[config.mk]
export PLATFORM = sky130hd
export DESIGN_NAME = cia_back
export DESIGN_NICKNAME = d
export VERILOG_FILES = /design/src/rtl/cia_pkg.sv /design/src/rtl/cia_back.sv
export SDC_FILE = /design/constraint.sdc
export NUM_CORES = 1
export LEC_CHECK = 0
export BUFFER_PORTS_ARGS = -buffer_cell sky130_fd_sc_hd__buf_2
export CORE_AREA = 5 5 202 204
export CTS_CLUSTER_DIAMETER = 60
export DETAILED_ROUTE_END_ITERATION = 10
export DIE_AREA = 0 0 207 209
export PLACE_DENSITY = 0.65
export SLEW_MARGIN = 20
export SYNTH_ARGS = -nofsm -noshare
export SYNTH_HDL_FRONTEND = slang
export SYNTH_SLANG_ARGS = --single-unit
[constraint.sdc]
create_clock -name clk_i -period 8.8 [get_ports clk_i]
set_input_delay 0.88 -clock clk_i [delete_from_list [all_inputs] [get_ports clk_i]]
set_output_delay 0.88 -clock clk_i [all_outputs]
set_load 0.03 [all_outputs]
[src/rtl/cia_pkg.sv]
`timescale 1ns / 1ps
// ----------------------------------------------------------------------------
// cia_pkg
// Shared types, codes and helper functions of the NA-aware integer column ALU.
// ----------------------------------------------------------------------------
package cia_pkg;

  localparam int unsigned DataW           = 64;
  localparam int unsigned MaxWidthDefault = 64;
  localparam int unsigned DivBits         = 2;
  localparam int unsigned DivStages       = DataW / DivBits;
  localparam int unsigned CfgIdxW         = 3;
  localparam int unsigned TypeW           = 3;
  localparam int unsigned OpW             = 4;
  localparam int unsigned ModeW           = 2;

  typedef enum logic [OpW-1:0] {
    OP_ADD      = 4'd0,
    OP_SUB      = 4'd1,
    OP_MUL      = 4'd2,
    OP_FLOORDIV = 4'd3,
    OP_MOD      = 4'd4,
    OP_EQ       = 4'd5,
    OP_NE       = 4'd6,
    OP_GT       = 4'd7,
    OP_LT       = 4'd8,
    OP_GE       = 4'd9,
    OP_LE       = 4'd10,
    OP_AND      = 4'd11,
    OP_OR       = 4'd12
  } op_e;

  typedef enum logic [TypeW-1:0] {
    TY_BOOL  = 3'd0,
    TY_INT8  = 3'd1,
    TY_INT16 = 3'd2,
    TY_INT32 = 3'd3,
    TY_INT64 = 3'd4
  } type_e;

  typedef enum logic [ModeW-1:0] {
    BC_NONE  = 2'd0,
    BC_RIGHT = 2'd1,
    BC_LEFT  = 2'd2
  } mode_e;

  typedef enum logic [CfgIdxW-1:0] {
    CFG_OP     = 3'd0,
    CFG_LTYPE  = 3'd1,
    CFG_RTYPE  = 3'd2,
    CFG_MODE   = 3'd3,
    CFG_SCALAR = 3'd4
  } cfg_idx_e;

  typedef struct packed {
    logic [OpW-1:0]   op;
    logic [TypeW-1:0] ltype;
    logic [TypeW-1:0] rtype;
    logic [ModeW-1:0] mode;
    logic [DataW-1:0] scalar;
  } cfg_t;

  // operands after narrowing
  typedef struct packed {
    logic [DataW-1:0] x;
    logic [DataW-1:0] y;
    logic             xna;
    logic             yna;
    logic [OpW-1:0]   op;
    logic [TypeW-1:0] vcode;
    logic             err;
  } opnd_t;

  // everything that travels beside the divider
  typedef struct packed {
    logic [OpW-1:0]   op;
    logic [TypeW-1:0] vcode;
    logic [TypeW-1:0] rtype;
    logic             err;
    logic             na;
    logic [DataW-1:0] simple;
    logic [DataW-1:0] p0;
    logic [31:0]      p1;
    logic [31:0]      p2;
    logic             xneg;
    logic             yneg;
    logic [DataW-1:0] y;
  } side_t;

  typedef struct packed {
    logic [DataW-1:0] rem;
    logic [DataW-1:0] dvd;
    logic [DataW-1:0] dsr;
  } div_t;

  function automatic logic [6:0] type_width(logic [TypeW-1:0] code);
    case (code)
      TY_BOOL, TY_INT8: type_width = 7'd8;
      TY_INT16:         type_width = 7'd16;
      TY_INT32:         type_width = 7'd32;
      default:          type_width = 7'd64;
    endcase
  endfunction

  function automatic logic [DataW-1:0] narrow(logic [DataW-1:0] v, logic [TypeW-1:0] code);
    case (code)
      TY_BOOL, TY_INT8: narrow = {{56{v[7]}}, v[7:0]};
      TY_INT16:         narrow = {{48{v[15]}}, v[15:0]};
      TY_INT32:         narrow = {{32{v[31]}}, v[31:0]};
      default:          narrow = v;
    endcase
  endfunction

  function automatic logic [DataW-1:0] na_value(logic [TypeW-1:0] code);
    case (code)
      TY_BOOL, TY_INT8: na_value = 64'hFFFF_FFFF_FFFF_FF80;
      TY_INT16:         na_value = 64'hFFFF_FFFF_FFFF_8000;
      TY_INT32:         na_value = 64'hFFFF_FFFF_8000_0000;
      default:          na_value = 64'h8000_0000_0000_0000;
    endcase
  endfunction

endpackage

[src/rtl/cia_back.sv]
`timescale 1ns / 1ps
// ----------------------------------------------------------------------------
// cia_back
// Product sum, floor correction of quotient and remainder, NA and width
// formatting into the output register.
// ----------------------------------------------------------------------------
module cia_back (
  input  logic                      clk_i,
  input  logic                      en_i,
  input  cia_pkg::side_t            side_i,
  input  cia_pkg::div_t             div_i,
  output logic [cia_pkg::DataW-1:0] result_o,
  output logic [cia_pkg::TypeW-1:0] rtype_o,
  output logic                      err_o
);

  logic [cia_pkg::DataW-1:0] res_d, res_q;
  logic [cia_pkg::TypeW-1:0] rtype_d, rtype_q;
  logic                      err_q;
  logic [cia_pkg::DataW-1:0] mul, quo, mtr, modv, val;
  logic [31:0]               mid;
  logic                      diff, fix;

  always_comb begin
    mid  = side_i.p1 + side_i.p2;
    mul  = side_i.p0 + {mid, 32'd0};
    diff = side_i.xneg ^ side_i.yneg;
    // floor rounding when signs differ and something is left over
    fix  = diff && (div_i.rem != '0);
    quo  = !diff ? div_i.dvd : (fix ? ~div_i.dvd : -div_i.dvd);
    mtr  = side_i.xneg ? -div_i.rem : div_i.rem;
    modv = fix ? mtr + side_i.y : mtr;
    case (side_i.op)
      cia_pkg::OP_MUL:      val = mul;
      cia_pkg::OP_FLOORDIV: val = quo;
      cia_pkg::OP_MOD:      val = modv;
      default:              val = side_i.simple;
    endcase

    if (side_i.err) begin
      res_d   = '0;
      rtype_d = cia_pkg::TY_BOOL;
    end else if (side_i.op <= cia_pkg::OP_MOD) begin
      res_d   = side_i.na ? cia_pkg::na_value(side_i.vcode)
                          : cia_pkg::narrow(val, side_i.vcode);
      rtype_d = side_i.rtype;
    end else begin
      res_d   = side_i.simple;
      rtype_d = side_i.rtype;
    end
  end

  always_ff @(posedge clk_i) begin
    if (en_i) begin
      res_q   <= res_d;
      rtype_q <= rtype_d;
      err_q   <= side_i.err;
    end
  end

  assign result_o = res_q;
  assign rtype_o  = rtype_q;
  assign err_o    = err_q;

endmodule

# Word level (Yosys, flattened, before mapping)
# Index checks and enable logic that the tools add are counted.
word_totals:
  ff_bits: 68
  out_inout_bits: 68
classes:
  bitwise_logic: 2
  n_lt_le_gt_ge: 1
  n_addsub: 5
  muxes: 9
  eq_ne: 6
  n_reduce_logical: 4
ops:
  columns: ["cell", "count"]
  rows:
  - ["$mux 64", 6]
  - ["$pmux 64 s3", 2]
  - ["$pmux 63 s3", 1]
  - ["$add 64x64->64", 2]
  - ["$neg 64->64", 2]
  - ["$not 64->64", 1]
  - ["$reduce_bool 64->1", 1]
  - ["$add 32x32->32", 1]
  - ["$eq 4x2->1 const B", 2]
  - ["$eq 3x2->1 const B", 2]
  - ["$eq 4x3->1 const B", 1]
  - ["$le 4x3->1 const B", 1]
  - ["$eq 3x1->1 const B", 1]
  - ["$logic_not 3->1", 1]
  - ["$reduce_or 2->1", 1]
  - ["$logic_and 1x1->1", 1]
  - ["$xor 1x1->1", 1]

# Longest topological paths before layout
# Gate-level depths: netlist (run 1).
depth:
  word_depth: 8
  mapped_depth: 24
  ltp_nobuf: 24

# Worst setup path after synthesis (run 1)
# OpenSTA, ideal clock, no wires.
synth_timing:
  path_kind: "input to register"
  start: "in side_i[67] (netlist name)"
  end: "reg res_q, in the netlist result_o[61] (data pin)"
  slack_ns: 3.332
  setup_ns: 0.263
  required_ns: 8.537
  path_buffers: 0
  stages: 24
  arrival_time_ns: 5.205
  cell_sequence: "ha_1 -> a211oi_1 -> o21ai_0 -> a211oi_1 -> nand2b_1 -> nor2_1 -> a211oi_1 -> o21bai_1 -> a21o_1 -> a21o_1 -> a21oi_1 -> xnor2_1 -> ha_1 -> nand2_1 -> a21oi_1 -> a221o_1 -> a22o_1 -> a41o_1 -> o31a_1 -> nand3_1 -> mux2i_1 -> nand2_1 -> a21oi_1 -> a2111o_1"
synth_between:
  elab_chain_len: 6
synth_rtl:
  columns: ["item", "line", "text"]
  rows:
  - ["start: declaration", "cia_back.sv:10", "input cia_pkg::side_t side_i,"]
  - ["$add 32x32->32", "cia_back.sv:25", "mid = side_i.p1 + side_i.p2;"]
  - ["$add 64x64->64", "cia_back.sv:26", "mul = side_i.p0 + {mid, 32'd0};"]
  - ["$pmux 64 s3", "cia_back.sv:33", "case (side_i.op)"]
  - ["$pmux 64 s3", "cia_pkg.sv:106", "case (code)"]
  - ["$mux 64", "cia_back.sv:44", "res_d = side_i.na ? cia_pkg::na_value(side_i.vcode)"]
  - ["$mux 64", "cia_back.sv:43", "end else if (side_i.op <= cia_pkg::OP_MOD) begin"]
  - ["end signal: assignment", "cia_back.sv:55", "res_q <= res_d;"]
  - ["end: declaration", "cia_back.sv:17", "logic [cia_pkg::DataW-1:0] res_d, res_q;"]
# Every way passes these cells.
# A chain may end at the register's enable or synchronous reset.

# Worst setup path in the final report (run 1)
layout_timing:
  start: "in div_i[128] (netlist name)"
  end: "reg res_q, in the netlist result_o[59] (data pin)"
layout_between:
  elab_chain_len: 8
  elab_cells_between_ends: 12
  cone_classes: "2 x add/sub; 8 x mux; 2 x reduce/logical"
layout_rtl:
  columns: ["item", "line", "text"]
  rows:
  - ["start: declaration", "cia_back.sv:11", "input cia_pkg::div_t div_i,"]
  - ["$neg 64->64 or $reduce_bool 64->1 (tied branches)", "cia_back.sv:31, cia_back.sv:29", null]
  - ["$mux 64 or $logic_and 1x1->1 (tied branches)", "cia_back.sv:31, cia_back.sv:29", null]
  - ["$add 64x64->64 or $mux 64 (tied branches)", "cia_back.sv:32, cia_back.sv:30", null]
  - ["$mux 64 (on tied branches)", "cia_back.sv:32, cia_back.sv:30", null]
  - ["$pmux 64 s3 *", "cia_back.sv:33", null]
  - ["$pmux 64 s3 *", "cia_pkg.sv:106", null]
  - ["$mux 64 *", "cia_back.sv:44", null]
  - ["$mux 64 *", "cia_back.sv:43", null]
# Mark *: on every way between the ends. The rest lies on a longest branch, timed or not.

==> results.md, run 1 <==
- Status: finished, final reports clean
- Area of the multi-input gates: roughly 0.013 mm2
- CTS root buf: clkbuf_16
- Die Footprint: about 0.043 mm2
- Post-Syn Nets: around 2700
- Final Setup Violations: 0
- Cell area after layout: 0.0184 mm2
- Post-synth EDFFs: 68
- WL per Instance: between 20 and 30 um
- RSZ-0062 raised after global routing: false
- Post-Synthesis Cells: roughly 2000
- Fraction of synthesized cell area taken by the top area cell type: 13.4%
- Via-to-Cell Ratio: between 6 and 7
- Core area: 0.0391 mm2
- # rows: 73
- Busiest layer in global routing: met2
- Met1 Track Usage GR: 43.3%
- Switching portion of total power: 49.4%
- Worst-Margin Slew: between 1000 and 1500 ps
- Vias: about 19000
- Clk buf depth: 2
- Clock transition at the registers of the reported paths: approximately 70 ps
- Largest net degree at the start of global routing: between 60 and 70
- Die H: ~210 um
- DP HPWL: between 60000 and 70000 um
- GP Congestion: 1.02
- Share of post-route cells with drive strength above 1: 22.9%
- Fin. max-slew vios: 0
- Most used DFF post-synth: edfxtp_1
- DIE WIDTH: between 200 and 250 um
- Max Clock Freq: 155 MHz
- Total clock sinks: slightly below 70
- DRC viols: 0
- Final net count: slightly above 3000
- H-tree levels: 3
- I/O Buffers: 467
- CP Capture Point: result_o[59]$_SDFFCE_PP0P_
- Max Cap Viol: 0
- Crit path arrival time: about 6700 ps
- Tcrit/Tclk final: between 70 and 80%
- CP max FO: 14
- Min-Delay Path Class: input pin to register
- Synth area leaders: edfxtp_1 13%, ha_1 12%, xnor2_1 9.0%
- Seq/Total Area, Yosys: 13.4%
- Met2 GRT Util: 58.0%
- Synth async-reset ratio: 0%
- WL final: between 80000 and 90000 um
- CP Launch Type: input pin
- Leak: between 7 and 8 nW
- Slew margin rel.: between 20 and 30%
- Post-CTS sizing: 0
- Yosys warnings: 0
- Postcts setup bufs: 0
- DR pass1 iterations: 8
- Commonest cells post-synth: 224 x a21oi_1, 187 x o21ai_0, 168 x nand2_1, 164 x nor2_1, 157 x xnor2_1
- Distinct cells, synth: 88
- Yosys reg bits: between 60 and 70
- VDD IR max: 85.6 uV
- Congestion Overflow GR: 0
- TritonCTS Buffers: 9
- Total GRT Usage: 34.9%
- Placed Area: between 0.015 and 0.02 mm2
- Element type at the critical path end: register
- Pwr Density: approximately 130 mW/mm2
- I/O Pins: between 500 and 600
- CTS Hold Bufs: 0
- Count leader, synth: a21oi_1
- TritonCTS clock tree: done
- Drt initial violations: ~2000
- Clock power frac: between 15 and 20%
- Met3 global-route usage: under 10%
- Sequential Area: a little over 0.002 mm2
- Critical Path RT: roughly 9000 ps
- Comb pwr share: 65.4%
- Global-route wire length before repair: roughly 120000 um
- Psw: 1.18 mW
- Hold Fails Final Rpt: 0
- Area leader, netlist: edfxtp_1
- Number of antenna-violating nets in the routed design: 0
- Vias in the first global route: roughly 18000
- Initial antenna violation count: 13
- Tmin final: approximately 6400 ps
- Filler cells: about 4100
- Setup_tns: 0 ps
- Area Growth Syn to Fin: 20.8%
- WS Path Type: input pin to register
- Post-synth design cell area: between 0.015 and 0.02 mm2
- Syn avg cell area: about 7.4 um2
- Int Power: about 1.2 mW
- Initial Util: between 30% and 40%
- CP startpoint: div_i[128]
- Seq pwr share: between 15 and 20%
cell families after synthesis:
kind of cell               after synthesis  synth area share, %
DFF                                     68                 13.4
buffers and inverters                  146                 3.71
muxes                                    9                0.601
and+or+nand+nor                        646                 21.4
xor gates and xnor gates               226                 13.0
AOI/OAI and AO/OA                      817                 35.5
adders and majority gates              148                 12.3
per-layer routing:
metal | wire (um) | up-vias
met2 | 37300 | 1074
met3 | 6860 | 184
met5 | 38 | -
met4 | 4720 | 6
li1 | - | 8741
met1 | 32000 | 8947
registers in the layout, indices dropped and copies added, names as in the netlist:
| register | flops |
|---|---|
| err_o | 1 |
| rtype_o | 3 |
| result_o | 64 |
cell type report:
| class | instances | area share, % |
|---|---|---|
| sequential | 68 | 11.1 |
| multi-input combinational | 1846 | 68.9 |
| timing repair buffer | 488 | 13.6 |
| antenna | 13 | 0.177 |
| clock buffer | 9 | 1.23 |
| tap | 525 | 3.58 |
| clock inverter | 7 | 0.443 |
| inverter | 47 | 0.961 |
worst min path at each step:
stage	from	end	slack, ps	cells after the start
final	side_i[260]	rtype_o[0]$_SDFFCE_PP0P_	810	2
after global routing	side_i[255]	result_o[61]$_SDFFCE_PP0P_	840	2
after CTS	side_i[260]	rtype_o[0]$_SDFFCE_PP0P_	800	2
after detailed placement	side_i[260]	rtype_o[0]$_SDFFCE_PP0P_	1180	2
after global placement	side_i[262]	rtype_o[2]$_SDFFCE_PP0P_	1180	2
after floorplan	side_i[259]	err_o$_DFFE_PP_	980	0
power groups by stage:
stage	Clock (mW)	Sequential (mW)	Combinational (mW)
6_report	0.417	0.407	1.56
5_1_grt	0.424	0.409	1.67
4_1_cts	0.417	0.407	1.53
3_5_place_dp	0	0.414	1.52
3_3_place_gp	0	0.415	1.52
2_1_floorplan	0	0.471	0.948
cell usage in the layout, fill, tap and decap left out, drive strengths merged, types with 18 or more instances in the layout:
cell    instances
o41ai          25
edfxtp         68
or3            31
nand2         169
a21oi         224
or2            18
a221oi         20
a211oi         22
o21a           20
a21o           71
inv            49
buf           488
o21ai         193
nand3          50
nand2b         21
nor3           44
o31ai          35
a222oi         26
a31oi          27
nand4          33
xor2           69
xnor2         157
o211ai         19
ha            145
nor4           31
nor2          164
o21bai         20
through the flow:
step	instances	util, %	hold slack (ps)	setup WS, ps	total power [mW]
after floorplan	2060	-	979	3330	1.42
after detailed placement	2974	46.1	1180	2070	1.94
after global routing	2996	46.9	838	2000	2.51
after global placement	2974	46.1	1180	2120	1.93
after CTS	2990	46.9	804	2440	2.36
final	3003	47.0	805	2360	2.38
critical path, stage by stage:
cell,delay (ps)
buf_2,130
inv_1,80
ha_1,200
nor4b_1,330
and2_1,390
nand2_1,160
o31ai_1,260
xnor2_1,130
ha_1,440
nand3_1,180
or3_1,390
or3_1,440
nand2_1,210
a21oi_1,100
xnor2_1,370
a21oi_1,240
o211ai_2,690
nand2_1,570
o21ai_0,210
o32a_1,210
Note: power is estimated with default switching activity, not from simulation.
==> run 2: changes to the inputs <==
- CORE_AREA: 5 5 202 204 -> 5 5 201 203
- DIE_AREA: 0 0 207 209 -> 0 0 206 208
- PLACE_DENSITY: 0.65 -> 0.69
- clock period: 8.8 -> 5.9 ns (I/O delays scaled with it)
==> results.md, run 2 (same netlist as run 1, synthesis figures left out) <==
- Via-to-Cell Ratio: 6.25 (-1.0%)
- DIE WIDTH: 206 um (-0.48%)
- Crit path arrival time: 5590 ps (-1070 ps)
- Switching portion of total power: 48.5% (-0.91 points)
- Psw: 1.71 mW (+45%)
- Met1 Track Usage GR: 44.9% (+1.6 points)
- Share of post-route cells with drive strength above 1: 25.8% (+2.9 points)
- Busiest layer in global routing: met2
- Fin. max-slew vios: 0 (unchanged)
- Hold WS: 535 ps (-270 ps)
- Min-Delay Path Class: input pin to register
- Setup_tns: 0 ps (unchanged)
- Slew margin rel.: 25.6% (-1.5 points)
- DR pass1 iterations: 7 (-1)
- WL per Instance: 24.5 um (-9.0%)
- Core area: 0.0383 mm2 (-2.1%)
- CTS root buf: clkbuf_16
- Final core occ: 49.9% (+2.9 points)
- Total clock sinks: 68 (unchanged)
- Seq pwr share: 17.0% (about the same)
- Met2 GRT Util: 51.6% (-6.4 points)
- Initial antenna violation count: 35 (+22)
- VDD IR max: 150 uV (+75%)
- Largest net degree at the start of global routing: 69 (unchanged)
- Max Cap Viol: 0 (unchanged)
- Final Setup Violations: 0 (unchanged)
- Postcts setup bufs: 0 (unchanged)
- Clk buf depth: 2 (unchanged)
- CP max FO: 4 (-10)
- Cell depth of the worst min-delay path: 3 (+1)
- Vias in the first global route: 18100 (+0.22%)
- DP HPWL: 64300 um (-3.8%)
- WL final: 76400 um (-5.7%)
- Cell count after placement: 3065 (+3.1%)
- Pwr Density: 185 mW/mm2 (+42%)
- Met3 global-route usage: 8.72% (+2.2 points)
- Die Footprint: 0.0428 mm2 (-0.96%)
- I/O Pins: 532 (unchanged)
- WS Path Type: input pin to register
- CP Launch Type: input pin
- RSZ-0062 raised after global routing: false
- # rows: 72 (-1.4%)
- Comb pwr share: 68.4% (+3.0 points)
- Drt initial violations: 2224 (+9.8%)
- Congestion Overflow GR: 0 (unchanged)
- Critical Path RT: 6010 ps (-3010 ps)
- Tmin final: about 5500 ps
- I/O Buffers: 467 (unchanged)
- Worst-Margin Slew: 1100 ps (+8.74 ps)
- GP Congestion: 1.02 (+0.62%)
- Hold Path Sink: result_o[39]$_SDFFCE_PP0P_
- Leak: 8.27 nW (+5.9%)
- Hold Fails Final Rpt: 0 (unchanged)
- Max Clock Freq: 183 MHz
- H-tree levels: 3 (unchanged)
- Status: finished, final reports clean
- DRC viols: 0 (unchanged)
- TritonCTS Buffers: 9 (unchanged)
- Max reg flops: 64 (unchanged)
- Final net count: 3170 (+3.2%)
- Clock power frac: 14.6% (-2.9 points)
- Element type at the critical path end: register
- Area Growth Syn to Fin: 25.7%
- Global-route wire length before repair: 111000 um (-4.8%)
- Tcrit/Tclk final: between 90 and 100%
- Commonest non-fill, non-tap cell in the layout: buf_2
- Most frequent cells in the layout: 467 x buf_2, 223 x a21oi_1, 187 x o21ai_0
- CTS Hold Bufs: 0 (unchanged)
- Initial Util: 39.7% (+0.82 points)
- Vias: 19500 (+2.7%)
- Number of antenna-violating nets in the routed design: 0 (unchanged)
- TritonCTS clock tree: done
- Die H: 208 um (-0.48%)
- Total GRT Usage: 33.4% (-1.5 points)
- Hold_sp: side_i[233]
- Int Power: 1.82 mW (+51%)
- Finished Layout Cells: 3115 (+3.7%)
- Clock transition at the registers of the reported paths: 70 ps (about the same)
## run 2: cell types whose count changed in the layout (fill, tap and decap cells not counted), sizes merged
cell,change
buf,+98
diode,+21
clkinv,+3
inv,-3
bufinv,-1
clkbuf,+1
## run 2: how the worst max path moves through the flow
stage / to / from / slack, ps
after floorplan: result_o[61]$_SDFFCE_PP0P_ / side_i[67] / 720
after global placement: result_o[61]$_SDFFCE_PP0P_ / div_i[128] / 100
after detailed placement: result_o[61]$_SDFFCE_PP0P_ / side_i[67] / 100
after CTS: result_o[61]$_SDFFCE_PP0P_ / side_i[67] / 450
after global routing: result_o[61]$_SDFFCE_PP0P_ / side_i[67] / 40
final: result_o[56]$_SDFFCE_PP0P_ / side_i[67] / 420
## run 2: per-stage QoR
stage,setup slack (ps),total power [mW],area (um2)
2_1_floorplan,722,2.12,15200
3_3_place_gp,100,2.93,18800
3_5_place_dp,95.2,2.96,18800
4_1_cts,450,3.48,19000
5_1_grt,38.4,3.74,19100
6_report,422,3.53,19100
## run 2: cell type report
| type | instances | area (um2) |
|---|---|---|
| fillers | 3919 | 19200 |
| multi-input cells | 1846 | 12700 |
| repair buffers | 586 | 3240 |
| flip-flops and latches | 68 | 2040 |
| well taps | 518 | 648 |
| clock buffers | 10 | 229 |
| inverters | 47 | 176 |
| diodes | 34 | 85.1 |
| clock inverters | 6 | 31.3 |
## run 2: routing by layer
layer  wire (um)  share of wire, %  vias up
met3        8730                11      172
met5          93              0.12        -
met2       33800                44     1118
li1            -                 -     8955
met4        2760               3.6       14
met1       31000                41     9196
## run 2: worst max-delay path: stages
cell,delay [ps]
buf_2,120
ha_1,310
a211oi_1,360
o21ai_0,240
a211oi_1,320
nand2b_1,190
nor2_1,70
a211oi_1,280
o21bai_1,110
a21o_1,210
xor2_1,140
ha_1,310
nand3_1,70
nor2_1,300
nand2_1,100
o21ai_0,370
a41o_1,370
a31oi_1,130
xnor2_1,170
a221o_1,440
a221o_1,360
## run 2: timing repair
item / in CTS / in global routing
endpoints found under the setup margin: 0 / 1
hold endpoints to repair: 0 / 0
resized for setup: 0 / 1
## run 2: power groups by stage
stage / Sequential (mW) / Combinational (mW) / Clock, mW
floorplan: 0.703 / 1.41 / 0
global placement: 0.611 / 2.32 / 0
detailed placement: 0.611 / 2.35 / 0
CTS: 0.602 / 2.36 / 0.515
global route: 0.604 / 2.60 / 0.537
finish: 0.601 / 2.41 / 0.514
