**src/rtl/cia_pkg.sv**
```systemverilog
`timescale 1ns / 1ps
// ----------------------------------------------------------------------------
// cia_pkg
// Shared types, codes and helper functions of the NA-aware integer column ALU.
// ----------------------------------------------------------------------------
package cia_pkg;

  localparam int unsigned DataW           = 64;
  localparam int unsigned MaxWidthDefault = 64;
  localparam int unsigned DivBits         = 2;
  localparam int unsigned DivStages       = DataW / DivBits;
  localparam int unsigned CfgIdxW         = 3;
  localparam int unsigned TypeW           = 3;
  localparam int unsigned OpW             = 4;
  localparam int unsigned ModeW           = 2;

  typedef enum logic [OpW-1:0] {
    OP_ADD      = 4'd0,
    OP_SUB      = 4'd1,
    OP_MUL      = 4'd2,
    OP_FLOORDIV = 4'd3,
    OP_MOD      = 4'd4,
    OP_EQ       = 4'd5,
    OP_NE       = 4'd6,
    OP_GT       = 4'd7,
    OP_LT       = 4'd8,
    OP_GE       = 4'd9,
    OP_LE       = 4'd10,
    OP_AND      = 4'd11,
    OP_OR       = 4'd12
  } op_e;

  typedef enum logic [TypeW-1:0] {
    TY_BOOL  = 3'd0,
    TY_INT8  = 3'd1,
    TY_INT16 = 3'd2,
    TY_INT32 = 3'd3,
    TY_INT64 = 3'd4
  } type_e;

  typedef enum logic [ModeW-1:0] {
    BC_NONE  = 2'd0,
    BC_RIGHT = 2'd1,
    BC_LEFT  = 2'd2
  } mode_e;

  typedef enum logic [CfgIdxW-1:0] {
    CFG_OP     = 3'd0,
    CFG_LTYPE  = 3'd1,
    CFG_RTYPE  = 3'd2,
    CFG_MODE   = 3'd3,
    CFG_SCALAR = 3'd4
  } cfg_idx_e;

  typedef struct packed {
    logic [OpW-1:0]   op;
    logic [TypeW-1:0] ltype;
    logic [TypeW-1:0] rtype;
    logic [ModeW-1:0] mode;
    logic [DataW-1:0] scalar;
  } cfg_t;

  // operands after narrowing
  typedef struct packed {
    logic [DataW-1:0] x;
    logic [DataW-1:0] y;
    logic             xna;
    logic             yna;
    logic [OpW-1:0]   op;
    logic [TypeW-1:0] vcode;
    logic             err;
  } opnd_t;

  // everything that travels beside the divider
  typedef struct packed {
    logic [OpW-1:0]   op;
    logic [TypeW-1:0] vcode;
    logic [TypeW-1:0] rtype;
    logic             err;
    logic             na;
    logic [DataW-1:0] simple;
    logic [DataW-1:0] p0;
    logic [31:0]      p1;
    logic [31:0]      p2;
    logic             xneg;
    logic             yneg;
    logic [DataW-1:0] y;
  } side_t;

  typedef struct packed {
    logic [DataW-1:0] rem;
    logic [DataW-1:0] dvd;
    logic [DataW-1:0] dsr;
  } div_t;

  function automatic logic [6:0] type_width(logic [TypeW-1:0] code);
    case (code)
      TY_BOOL, TY_INT8: type_width = 7'd8;
      TY_INT16:         type_width = 7'd16;
      TY_INT32:         type_width = 7'd32;
      default:          type_width = 7'd64;
    endcase
  endfunction

  function automatic logic [DataW-1:0] narrow(logic [DataW-1:0] v, logic [TypeW-1:0] code);
    case (code)
      TY_BOOL, TY_INT8: narrow = {{56{v[7]}}, v[7:0]};
      TY_INT16:         narrow = {{48{v[15]}}, v[15:0]};
      TY_INT32:         narrow = {{32{v[31]}}, v[31:0]};
      default:          narrow = v;
    endcase
  endfunction

  function automatic logic [DataW-1:0] na_value(logic [TypeW-1:0] code);
    case (code)
      TY_BOOL, TY_INT8: na_value = 64'hFFFF_FFFF_FFFF_FF80;
      TY_INT16:         na_value = 64'hFFFF_FFFF_FFFF_8000;
      TY_INT32:         na_value = 64'hFFFF_FFFF_8000_0000;
      default:          na_value = 64'h8000_0000_0000_0000;
    endcase
  endfunction

endpackage

```
**src/rtl/cia_front.sv**
```systemverilog
`timescale 1ns / 1ps
// ----------------------------------------------------------------------------
// cia_front
// Operand selection, narrowing to type width, NA detection and error decode.
// ----------------------------------------------------------------------------
module cia_front #(
  parameter int unsigned MAX_WIDTH = cia_pkg::MaxWidthDefault
) (
  input  logic                      clk_i,
  input  logic                      en_i,
  input  cia_pkg::cfg_t             cfg_i,
  input  logic [cia_pkg::DataW-1:0] left_i,
  input  logic [cia_pkg::DataW-1:0] right_i,
  output cia_pkg::opnd_t            opnd_o
);

  cia_pkg::opnd_t              opnd_d, opnd_q;
  logic [cia_pkg::DataW-1:0]   lraw, rraw;
  logic [cia_pkg::TypeW-1:0]   vmax;

  always_comb begin
    lraw = (cfg_i.mode == cia_pkg::BC_LEFT)  ? cfg_i.scalar : left_i;
    rraw = (cfg_i.mode == cia_pkg::BC_RIGHT) ? cfg_i.scalar : right_i;
    vmax = (cfg_i.ltype > cfg_i.rtype) ? cfg_i.ltype : cfg_i.rtype;

    opnd_d.x     = cia_pkg::narrow(lraw, cfg_i.ltype);
    opnd_d.y     = cia_pkg::narrow(rraw, cfg_i.rtype);
    opnd_d.xna   = (opnd_d.x == cia_pkg::na_value(cfg_i.ltype));
    opnd_d.yna   = (opnd_d.y == cia_pkg::na_value(cfg_i.rtype));
    opnd_d.op    = cfg_i.op;
    // bool with bool counts as int8 for arithmetic
    opnd_d.vcode = (vmax == cia_pkg::TY_BOOL) ? cia_pkg::TY_INT8 : vmax;
    opnd_d.err   = (cfg_i.op > cia_pkg::OP_OR) ||
                   (cfg_i.ltype > cia_pkg::TY_INT64) ||
                   (cfg_i.rtype > cia_pkg::TY_INT64) ||
                   (cfg_i.mode > cia_pkg::BC_LEFT) ||
                   (int'(cia_pkg::type_width(cfg_i.ltype)) > MAX_WIDTH) ||
                   (int'(cia_pkg::type_width(cfg_i.rtype)) > MAX_WIDTH) ||
                   ((cfg_i.op >= cia_pkg::OP_AND) &&
                    ((cfg_i.ltype != cia_pkg::TY_BOOL) ||
                     (cfg_i.rtype != cia_pkg::TY_BOOL)));
  end

  always_ff @(posedge clk_i) begin
    if (en_i) begin
      opnd_q <= opnd_d;
    end
  end

  assign opnd_o = opnd_q;

endmodule

```
**config.mk**
```make
export PLATFORM = sky130hd
export DESIGN_NAME = cia_front
export DESIGN_NICKNAME = d
export VERILOG_FILES = /design/src/rtl/cia_pkg.sv /design/src/rtl/cia_front.sv
export SDC_FILE = /design/constraint.sdc
export NUM_CORES = 1
export LEC_CHECK = 0
export ABC_AREA = 1
export BUFFER_PORTS_ARGS = -buffer_cell sky130_fd_sc_hd__buf_2
export CAP_MARGIN = 20
export CELL_PAD_IN_SITES_DETAIL_PLACEMENT = 1
export CELL_PAD_IN_SITES_GLOBAL_PLACEMENT = 2
export CORE_MARGIN = 10
export CORE_UTILIZATION = 28
export CTS_CLUSTER_DIAMETER = 50
export DETAILED_ROUTE_END_ITERATION = 6
export PLACE_DENSITY = 0.84
export SYNTH_ARGS = -nofsm -noshare
export SYNTH_HDL_FRONTEND = slang
export SYNTH_SLANG_ARGS = --single-unit
```
**constraint.sdc**
```tcl
create_clock -name clk_i -period 3.3 [get_ports clk_i]
set_input_delay 0.66 -clock clk_i [delete_from_list [all_inputs] [get_ports clk_i]]
set_output_delay 0.66 -clock clk_i [all_outputs]
set_load 0.03 [all_outputs]
```
Word-level counts from Yosys, hierarchy flattened. Cells that the tools add are included.

Flip-flop bits (word level): 138. Input bits: 206. Word-level logic and storage cells: 49.

$lt $le $gt $ge: 8. Equality and inequality tests: 10. Multiplexer cells: 9. Reduce and logical (&&, ||, !) cells: 15.

Operator list (count): 64-bit case mux with 3 select lines (2); 63-bit case mux with 3 select lines (2); 64-bit == test (2); 64-bit 2-to-1 mux (2); 7-bit case mux with 3 select lines (2); 7-bit greater-than comparator, second input constant (2); 3-bit by 2-bit == test with 1-bit output, second input constant (4); 3-bit zero test (3); 1-bit logical OR (7); 3-bit by 1-bit == test with 1-bit output, second input constant (2); 3-bit greater-than comparator, second input constant (2); 3-bit nonzero test (2); 4-bit >= comparator, second input constant (1); 4-bit greater-than comparator, second input constant (1); 2-bit OR reduction (2); 3-bit greater-than comparator (1); 3-bit 2-to-1 mux (1); 2-bit by 1-bit == test with 1-bit output, second input constant (1); 2-bit == test, second input constant (1); 2-bit greater-than comparator, second input constant (1); 1-bit logical AND (1).

Depth between registers and ports, before layout. Gate-level depths: netlist (run 1).

Depth after elaboration: 7. Mapped depth: 16.

Worst setup path after synthesis (run 1). No wires, ideal clock.

Path kind: input to register. Start point: input port cfg_i[65] (netlist name). End point: register opnd_q (netlist bit opnd_o[8]) (data pin). Data arrival time: 1754 ps. Data required time: 3045 ps. Slack: 1291 ps. Cell stages on the path: 15. Buffers on the path: 3. Cell sequence: buf_6 > inv_4 > nand2_2 > buf_4 > buf_4 > o21ai_0 > nand2_1 > nand2_1 > nor2_1 > nand2_1 > nor2_1 > nand2_1 > inv_1 > nand2_1 > nor2_1.

RTL lines: from (decl) (line cia_front.sv:11) `input cia_pkg::cfg_t cfg_i,`; to (signal assigned) (line cia_front.sv:46) `opnd_q <= opnd_d;`; to (decl) (line cia_front.sv:17) `cia_pkg::opnd_t opnd_d, opnd_q;`.

==> results of run 1 <==
==> worst max-delay path, delay by kind of cell <==
| kind | cells | cell delay [ns] |
|---|---|---|
| buffers and inverters | 4 | 0.99 |
| AO/OA/AOI/OAI | 1 | 0.19 |
| AND/OR/NAND/NOR | 4 | 0.57 |
==> cells in the final DEF (no fill, tap or decap), types with 2 or more instances in the layout <==
cell / count
nand2_1: 363
buf_2: 342
edfxtp_1: 138
inv_1: 134
nand3_1: 85
nor2_1: 62
o21ai_0: 52
o211ai_1: 26
clkbuf_16: 17
buf_4: 11
a21oi_1: 10
o21ai_1: 8
nand2_2: 7
diode_2: 6
nor3_1: 5
inv_6: 5
inv_2: 4
buf_12: 4
nor2_4: 3
or2_2: 3
nand4_1: 3
ha_1: 3
clkinv_4: 3
inv_8: 3
nand3_2: 2
clkinvlp_4: 2
==> synth_stat cells <==
cell,count
o21a_1,1
o2111ai_1,1
nand2_2,7
nor3_1,5
inv_4,1
or2_2,3
o41ai_1,1
ha_1,3
o211ai_1,26
nand3b_1,1
nand4_1,3
buf_6,4
nand2_1,363
nand3_2,2
o221ai_1,1
nor2_4,3
buf_2,24
nand3_1,85
o21ai_1,8
inv_1,134
a21oi_1,10
clkinv_1,1
o21ai_0,52
or2_1,1
nor2_1,62
nor3_2,1
edfxtp_1,138
buf_4,5
buf_1,6
inv_2,4
clkbuf_1,7
==> metal layers <==
metal | GRT usage | vias to the layer above
li1 | - | 3783
met1 | 0.2495 | 3704
met2 | 0.3270 | 274
met3 | 0.05512 | 29
met4 | 0.05034 | 8
met5 | 0 | -
==> how the worst max path moves through the flow <==
stage,slack [ns],cells past startpoint,to
after CTS,0.92,9,opnd_o[72]
after global placement,0.57,12,opnd_o[9]
after global routing,0.75,9,opnd_o[72]
after detailed placement,0.48,9,opnd_o[72]
final,1.0,9,opnd_o[72]
after floorplan,1.29,15,opnd_o[8]
==> cell type report <==
class                   instances  area [µm²]
fillers                      3413       16660
flip-flops and latches        138        4144
multi-input cells             639        2821
repair buffers                358        1886
inverters                     140       528.0
well taps                     372       465.4
clock buffers                  17       425.4
clock inverters                15       153.9
diodes                          6       15.01
==> cells by family after synthesis <==
group / Yosys count
buffers and inverters: 186
AOI/OAI and AO/OA: 100
adders and majority gates: 3
and+or+nand+nor: 536
DFF: 138
==> stage by stage <==
step / setup WS, ns / cells / hold slack (ns) / utilization
floorplan: 1.291 / 963 / 0.7589 / -
global placement: 0.5721 / 1647 / 0.8529 / 0.3633
detailed placement: 0.4822 / 1647 / 0.8530 / 0.3633
CTS: 0.9179 / 1679 / 0.4162 / 0.3846
global route: 0.7525 / 1684 / 0.4161 / 0.3851
finish: 0.9988 / 1685 / 0.4298 / 0.3852
==> where the power goes <==
part | total [µW] | switching, µW | leakage [µW] | internal [µW]
Sequential | 2220 | 58.7 | 0.00135 | 2160
Combinational | 1340 | 967 | 0.00379 | 376
Clock | 1950 | 886 | 0.000281 | 1070
Total | 5520 | 1910 | 0.00542 | 3610
==> impl_metrics.csv, run 1 <==
group,metric,value,unit
drt,wl_met1,15370,µm
yosys,synth_compound_area_frac,0.07480,
sta,report.final.slew_viol_count,0,
sta,final-hold-violation-count,0,
drt,drt_iter0_markers,463,
final_layout,synthToLayoutAreaGrowth,34.78,%
critical_path,crit_chain,"buf_2 -> inv_4 -> nand2_2 -> buf_4 -> nand2_1 -> nand3b_1 -> nand3_2 -> inv_2 -> o21ai_0",
die,fp.dieArea,34710,µm²
sta,fraction_of_the_cycle_the_final_worst_path_needs,0.6973,
yosys,synthesis.nets,1172,
grt,grt_use_total,0.1982,
critical_path,cp.required,3.43,ns
sta,period_needed,2.301,ns
status,run_status,"finished, final reports clean",
yosys,netlist.area_leader.share,0.5351,
power,power_density,528.9,nW/µm²
sta,fmaxAchievable,434.6,MHz
placement,dpl.hpwl,28780,µm
clocking,max-clock-path-buffers,2,
yosys,postSynthCellCount,963,
power,power.leakage,0.005418,µW
drt,met3_length,2626,µm
drt,routed_via_density,4.628,
critical_path,arrival,2.43,ns
critical_path,crit_path_max_fanout,32,
worst_hold_path,worst_hold_path_type,"in -> reg",
final_layout,drive_above_1_share,0.3145,
grt,grt_start_max_net_pins,66,
placement,gp_routability_congestion,0.8909,
clocking,clock-sinks,138,
critical_path,crit_type,"in -> reg",
sta,fin_setup_tns,0,ns
clocking,postCtsHoldBufs,0,
sta,maxSlewHeadroom,0.5298,
sta,rsz_0062_raised_after_global_routing,"no",
yosys,proportion_of_synthesized_chip_area_in_sequential_cells,0.5351,
drt,detail_route.wirelength,35650,µm
die,pin_count,344,
drt,route.detailed.drc,0,
yosys,synth_simple_gate_area_share,0.2847,
worst_hold_path,whs_path_depth,1,
clocking,cts.clk_slew.worst_paths,0.07,ns
yosys,syn_avg_cell_area,8.043,µm²
worst_hold_path,worstHoldEndpoint,"opnd_o[7]",
yosys,dominant_combinational_cell_family_by_area_after_synthesis,"simple AND/OR/NAND/NOR gates",
clocking,post_cts.resized_instances,0,
clocking,cts-buffers-inserted,17,
drt,wl_per_cell,21.16,µm
worst_hold_path,holdCritStartpoint,"cfg_i[75]",
yosys,synthDistinctLibCells,31,
yosys,synth-seq-cells,138,
drt,drt_pass1_iterations,5,
drt,dr.max_layer_used,"met5",
grt,grt_first_pass_wirelength,52940,µm
placement,postPlaceCellArea,9844,µm²
die,chipWidth,186.3,µm
yosys,synth_area_leader_cell,"edfxtp_1",
critical_path,end_kind,"register",
die,core_outline_area,27100,µm²
final_layout,nets,1503,
clocking,htree_levels,4,
yosys,synthTopCellsByArea,"edfxtp_1, nand2_1, inv_1",
grt,overflow,0,
final_layout,largest_register_ff_count,138,
die,dieHeight,186.3,µm
yosys,synth_mux_area_frac,0,
drt,met2_length,17150,µm
power,ir_worst_vdd,0.2031,mV
final_layout,final_design_area_no_fill,10440,µm²
grt,grt_antenna_before_repair,10,
yosys,mappedNetlistArea,7745,µm²
yosys,post_synth_xor_area_fraction,0,
clocking,clock_tree.root_cell,"clkbuf_16",
critical_path,cp_slowest_cell,"inv_2",
drt,vias,7798,
clocking,cts.repair_timing.setup_buffer_count,0,
die,num_rows,60,
sta,final-setup-viol-count,0,
critical_path,worstSetupStartpoint,"cfg_i[65]",
critical_path,cp_slowest_stage_delay,0.41,ns
drt,detail-route-antenna-nets,0,
critical_path,crit_path_start_kind,"input pin",
yosys,yosys.area_share.adder,0.004847,
clocking,tritoncts_clock_tree,"done",
grt,first_global_vias,8327,
die,initial_core_util,0.2858,
job,maxCapViolations,0,
power,final_total_power,5521,µW
placement,buffer_ports.inserted,343,
sta,tightest_slew,0.7054,ns
yosys,yosys_warnings,0,
No activity file was read; power rests on OpenSTA's default activity.
==> inputs of run 2 (changes only) <==
Settings changed: CORE_UTILIZATION 28 to 26, PLACE_DENSITY 0.84 to 0.79.
Clock period 3.3 ns to 2.4 ns, I/O delays scaled along.
==> run 2 against run 1 <==
Net effect:
- via count up 1.0%
- wire length up 1.7%
- global-route usage down 0.97 points
- first-iteration DRC count down 22%
- clock power up 32%
- critical path type unchanged
- largest cell class unchanged
- highest routed layer unchanged
==> impl_metrics.csv, run 2 (synthesis gave the netlist of run 1 again) <==
group,metric,value,unit
drt,routed_via_density,4.587,
power,p_switching,2635,µW
clocking,post_cts.resized_instances,0,
clocking,tritoncts_clock_tree,"done",
final_layout,final_cell_count_no_fill,1717,
drt,drt_pass1_iterations,4,
grt,grt_start_max_net_pins,57,
clocking,cts.repair_timing.setup_buffer_count,0,
die,initial_core_util,0.2627,
grt,grt_antenna_before_repair,13,
critical_path,crit_type,"in -> reg",
critical_path,end_kind,"register",
sta,fraction_of_the_cycle_the_final_worst_path_needs,0.8510,
worst_hold_path,holdCritStartpoint,"cfg_i[75]",
critical_path,cp_slowest_stage_delay,0.36,ns
drt,vias,7876,
die,chipWidth,192.6,µm
critical_path,path_common_cell,"nor2_1",
clocking,max-clock-path-buffers,2,
final_layout,drive_above_1_share,0.3205,
final_layout,finish.utilization,0.3613,
grt,first_global_vias,8383,
drt,detail-route-antenna-nets,0,
power,ir_worst_vdd,0.3558,mV
power,power_report.internal_total,4895,µW
sta,period_needed,2.042,ns
drt,detail_route.wirelength,36260,µm
power,seq_power_share,0.406,
drt,wl_per_cell,21.12,µm
die,core_outline_area,29480,µm²
final_layout,layout_commonest_cell,"nand2_1",
grt,grt_first_pass_wirelength,52230,µm
clocking,postCtsHoldBufs,0,
worst_hold_path,worst_hold_path_type,"in -> reg",
job,maxCapViolations,0,
final_layout,largest_register_ff_count,138,
grt,overflow,0,
placement,buffer_ports.inserted,343,
worst_hold_path,whs_path_depth,1,
clocking,cts.clk_slew.worst_paths,0.07,ns
placement,dpl.hpwl,29730,µm
drt,drt_iter0_markers,363,
placement,dp_cells,1678,
sta,maxSlewHeadroom,0.7088,
power,switching_part_of_the_total_power,0.3499,
sta,fmaxAchievable,489.6,MHz
sta,rsz_0062_raised_after_global_routing,"no",
placement,gp_routability_congestion,0.8568,
sta,final-hold-violation-count,0,
critical_path,cp_slowest_cell,"nor2_4",
critical_path,crit_path_max_fanout,13,
critical_path,crit_path_start_kind,"input pin",
final_layout,final_cell_mix,"nand2_1, buf_2, edfxtp_1",
final_layout,num-fill-cells,3696,
die,num_rows,63,
status,run_status,"finished, final reports clean",
power,clock_power_share,0.342,
grt,grt_use_total,0.1885,
sta,tightest_slew,0.4312,ns
sta,final-setup-viol-count,0,
clocking,htree_levels,4,
final_layout,area_taken_by_multi_input_logic_gates,2821,µm²
drt,route.detailed.drc,0,
critical_path,cp.required,2.58,ns
die,pin_count,344,
worst_hold_path,worstHoldEndpoint,"opnd_o[7]",
critical_path,crit_chain,"buf_2 -> inv_4 -> nor2_4 -> buf_4 -> nand2_1 -> nand3_1 -> nand3_1 -> nor2_1 -> nor2_1 -> nand2_1 -> nor2_1 -> nand3_1 -> nor2_1",
die,dieHeight,192.6,µm
clocking,cts-buffers-inserted,17,
final_layout,synthToLayoutAreaGrowth,37.51,%
final_layout,nets,1516,
power,pwr-share-comb,0.253,
sta,report.final.slew_viol_count,0,
power,power_density,707.0,nW/µm²
critical_path,arrival,2.22,ns
clocking,clock-sinks,138,
clocking,clock_tree.root_cell,"clkbuf_16",
final_layout,seq_area,4144,µm²
power,power.leakage,0.005509,µW
die,fp.dieArea,37090,µm²
-- run 2: cell count changes in the layout (fill, tap and decap cells not counted), sizes merged --
cell,previous run,this run
buf,358,371
bufinv,1,0
diode,6,7
clkinvlp,2,3
-- run 2: power groups by stage --
stage	Clock [µW]	Combinational [µW]	Sequential, µW
3_5_place_dp	0	1920	3110
2_1_floorplan	0	566	3630
5_1_grt	2730	2070	3080
3_3_place_gp	0	1910	3110
6_report	2570	1900	3060
4_1_cts	2630	1930	3060
-- run 2: worst max-delay path by stage --
| stage | from | to | slack [ns] |
|---|---|---|---|
| after global routing | cfg_i[65] | opnd_o[9] | 0.12 |
| after CTS | cfg_i[65] | opnd_o[9] | 0.33 |
| after floorplan | cfg_i[65] | opnd_o[8] | 0.57 |
| final | cfg_i[65] | opnd_o[9] | 0.36 |
| after global placement | cfg_i[65] | opnd_o[9] | -0.0008 |
| after detailed placement | cfg_i[65] | opnd_o[9] | -0.10 |
-- run 2: final cells by class --
class                           count  share of cell area
Antenna cell                        7            0.001645
Clock buffer                       17             0.03994
Clock inverter                     15             0.01222
Inverter                          140             0.04958
Multi-Input combinational cell    639              0.2649
Sequential cell                   138              0.3891
Tap cell                          390             0.04582
Timing Repair Buffer              371              0.1968
-- run 2: layer usage --
| metal | global-route usage | wire length, µm | vias up | part of all wire |
|---|---|---|---|---|
| li1 | - | - | 3819 | - |
| met1 | 0.2270 | 15200 | 3687 | 0.42 |
| met2 | 0.3075 | 16800 | 312 | 0.46 |
| met3 | 0.07065 | 3518 | 46 | 0.097 |
| met4 | 0.05426 | 658 | 12 | 0.018 |
| met5 | 0 | 81 | - | 0.0022 |
-- run 2: worst max-delay path, delay by kind of cell --
family        cells  cell delay, ns
simple gates     10            1.18
buf+inv           3            0.53
-- run 2: per-stage QoR --
step	hold slack, ns	cell area [µm²]	setup slack (ns)	TNS (ns)	power, µW
4_1_cts	0.2266	10630	0.3287	0	7624
5_1_grt	0.2404	10640	0.1192	0	7879
6_report	0.2443	10650	0.3575	0	7530
3_5_place_dp	0.6762	10080	-0.1029	-0.1029	5033
3_3_place_gp	0.6754	10080	-0.0008424	-0.0008424	5021
2_1_floorplan	0.5789	7745	0.5710	0	4196
==> inputs of run 3 (changes only) <==
Settings changed: REMOVE_ABC_BUFFERS from default to 1.
==> run 3 against run 2 <==
Net effect:
- worst hold slack better by 0.013 ns
- sequential power hardly changed
- die area is the same
- critical path depth grew 1
- critical endpoint is now opnd_o[8]
- highest routed layer unchanged
- largest cell class unchanged
==> impl_metrics.csv, run 3 (synthesis gave the netlist of run 1 again) <==
group,metric,value,unit
clocking,clock-sinks,138,
die,pin_count,344,
drt,route.detailed.drc,0,
final_layout,synthToLayoutAreaGrowth,39.21,%
sta,report.final.slew_viol_count,0,
grt,grt_start_max_net_pins,44,
drt,routed_via_density,4.568,
final_layout,seq_area,4144,µm²
critical_path,path_common_cell,"nand2_1",
sta,final-setup-viol-count,0,
die,chipWidth,192.6,µm
drt,drt_pass1_iterations,4,
drt,dr.max_layer_used,"met5",
clocking,postCtsHoldBufs,0,
final_layout,largest_register_ff_count,138,
clocking,max-clock-path-buffers,2,
clocking,cts.repair_timing.setup_buffer_count,0,
critical_path,arrival,2.29,ns
placement,dpl.hpwl,29880,µm
clocking,cts.clk_slew.worst_paths,0.07,ns
placement,dpl_worst_slack,-0.06450,ns
final_layout,drive_above_1_share,0.3326,
sta,period_needed,1.996,ns
drt,detail_route.wirelength,37120,µm
die,fp.dieArea,37090,µm²
drt,drt_iter0_markers,373,
job,maxCapViolations,0,
worst_hold_path,worst_hold_path_type,"in -> reg",
final_layout,final_design_area_no_fill,10780,µm²
clocking,tritoncts_clock_tree,"done",
status,run_status,"finished, final reports clean",
grt,grt_use_total,0.1956,
power,power.leakage,0.005594,µW
drt,wl_met1,15740,µm
clocking,clock_tree.root_cell,"clkbuf_16",
critical_path,cp.required,2.69,ns
drt,wl_per_cell,21.36,µm
drt,met2_length,17600,µm
critical_path,cp_slowest_cell,"buf_4",
grt,grt_first_pass_wirelength,53820,µm
drt,met3_length,3193,µm
die,initial_core_util,0.2627,
final_layout,final_cell_mix,"nand2_1, buf_2, edfxtp_1",
sta,tightest_slew,0.5310,ns
clocking,post_cts.resized_instances,0,
final_layout,num-fill-cells,3707,
grt,first_global_vias,8750,
final_layout,nets,1541,
sta,hold_ws,0.2574,ns
drt,vias,7939,
sta,setup_slack,0.4038,ns
sta,fmaxAchievable,500.9,MHz
die,dieHeight,192.6,µm
placement,gp_routability_congestion,0.8779,
critical_path,critPathTopFamily,"simple AND/OR/NAND/NOR gates",
critical_path,crit_path_max_fanout,25,
critical_path,buf_inv_on_cp,4,
critical_path,cp_slowest_stage_delay,0.31,ns
grt,overflow,0,
sta,maxSlewHeadroom,0.6422,
power,power_density,692.4,nW/µm²
grt,grt_antenna_before_repair,8,
final_layout,layout_commonest_cell,"nand2_1",
critical_path,crit_type,"in -> reg",
critical_path,crit_chain,"buf_2 -> inv_2 -> nor2_4 -> buf_4 -> nand2_1 -> o211ai_1 -> nand2_1 -> nor2_1 -> nand2_1 -> nor2_1 -> nand2_1 -> inv_1 -> nand2_1 -> nor2_1",
final_layout,area_taken_by_multi_input_logic_gates,2826,µm²
placement,buffer_ports.inserted,343,
critical_path,crit_path_start_kind,"input pin",
sta,final-hold-violation-count,0,
clocking,htree_levels,4,
sta,fraction_of_the_cycle_the_final_worst_path_needs,0.8318,
die,num_rows,63,
power,ir_worst_vdd,0.4341,mV
clocking,cts-buffers-inserted,17,
die,core_outline_area,29480,µm²
sta,rsz_0062_raised_after_global_routing,"no",
critical_path,end_kind,"register",
drt,detail-route-antenna-nets,0,
placement,postPlaceCellArea,10240,µm²
[run 3: cell types whose count changed in the layout (fill, tap and decap cells not counted)]
cell        previous run  this run
buf_12                13        11
buf_4                 15        42
clkinv_2               0         2
clkinv_4               3         2
clkinvlp_4             3         7
diode_2                7         4
inv_6                  5         2
inv_8                  3         0
nand2_2                7         6
nand2_4                0         1
[run 3: path summary, 6_finish.rpt]
| path | from | cells after the start | slack, ns | end |
|---|---|---|---|---|
| min | cfg_i[75] | 1 | 0.26 | opnd_o[7] |
| max | cfg_i[64] | 14 | 0.40 | opnd_o[8] |
[run 3: per-stage QoR]
| stage | TNS, ns | power, µW | util | instances |
|---|---|---|---|---|
| 4_1_cts | 0 | 7588 | 0.3654 | 1734 |
| 3_5_place_dp | -0.1074 | 5085 | 0.3475 | 1703 |
| 3_3_place_gp | -0.05237 | 5063 | 0.3475 | 1703 |
| 2_1_floorplan | -10.09 | 4141 | - | 917 |
| 6_report | 0 | 7465 | 0.3657 | 1738 |
| 5_1_grt | 0 | 7841 | 0.3655 | 1735 |
[run 3: cell type report]
cell class                 count  share of cell area
antenna                        4           0.0009284
clock buffer                  17             0.03946
clock inverter                14            0.009400
inverter                     140             0.04897
multi-input combinational    639              0.2622
sequential                   138              0.3844
tap                          390             0.04526
timing repair buffer         396              0.2095
[run 3: layer usage]
layer | up-vias | GRT usage
met1 | 3748 | 0.2356
met3 | 32 | 0.06487
met5 | - | 0
met4 | 8 | 0.04979
met2 | 304 | 0.3281
li1 | 3847 | -
[run 3: where the power goes]
group,switching (µW),internal (µW)
combinational,1360,587
clock,1140,1320
sequential,86.0,2980
total,2590,4880
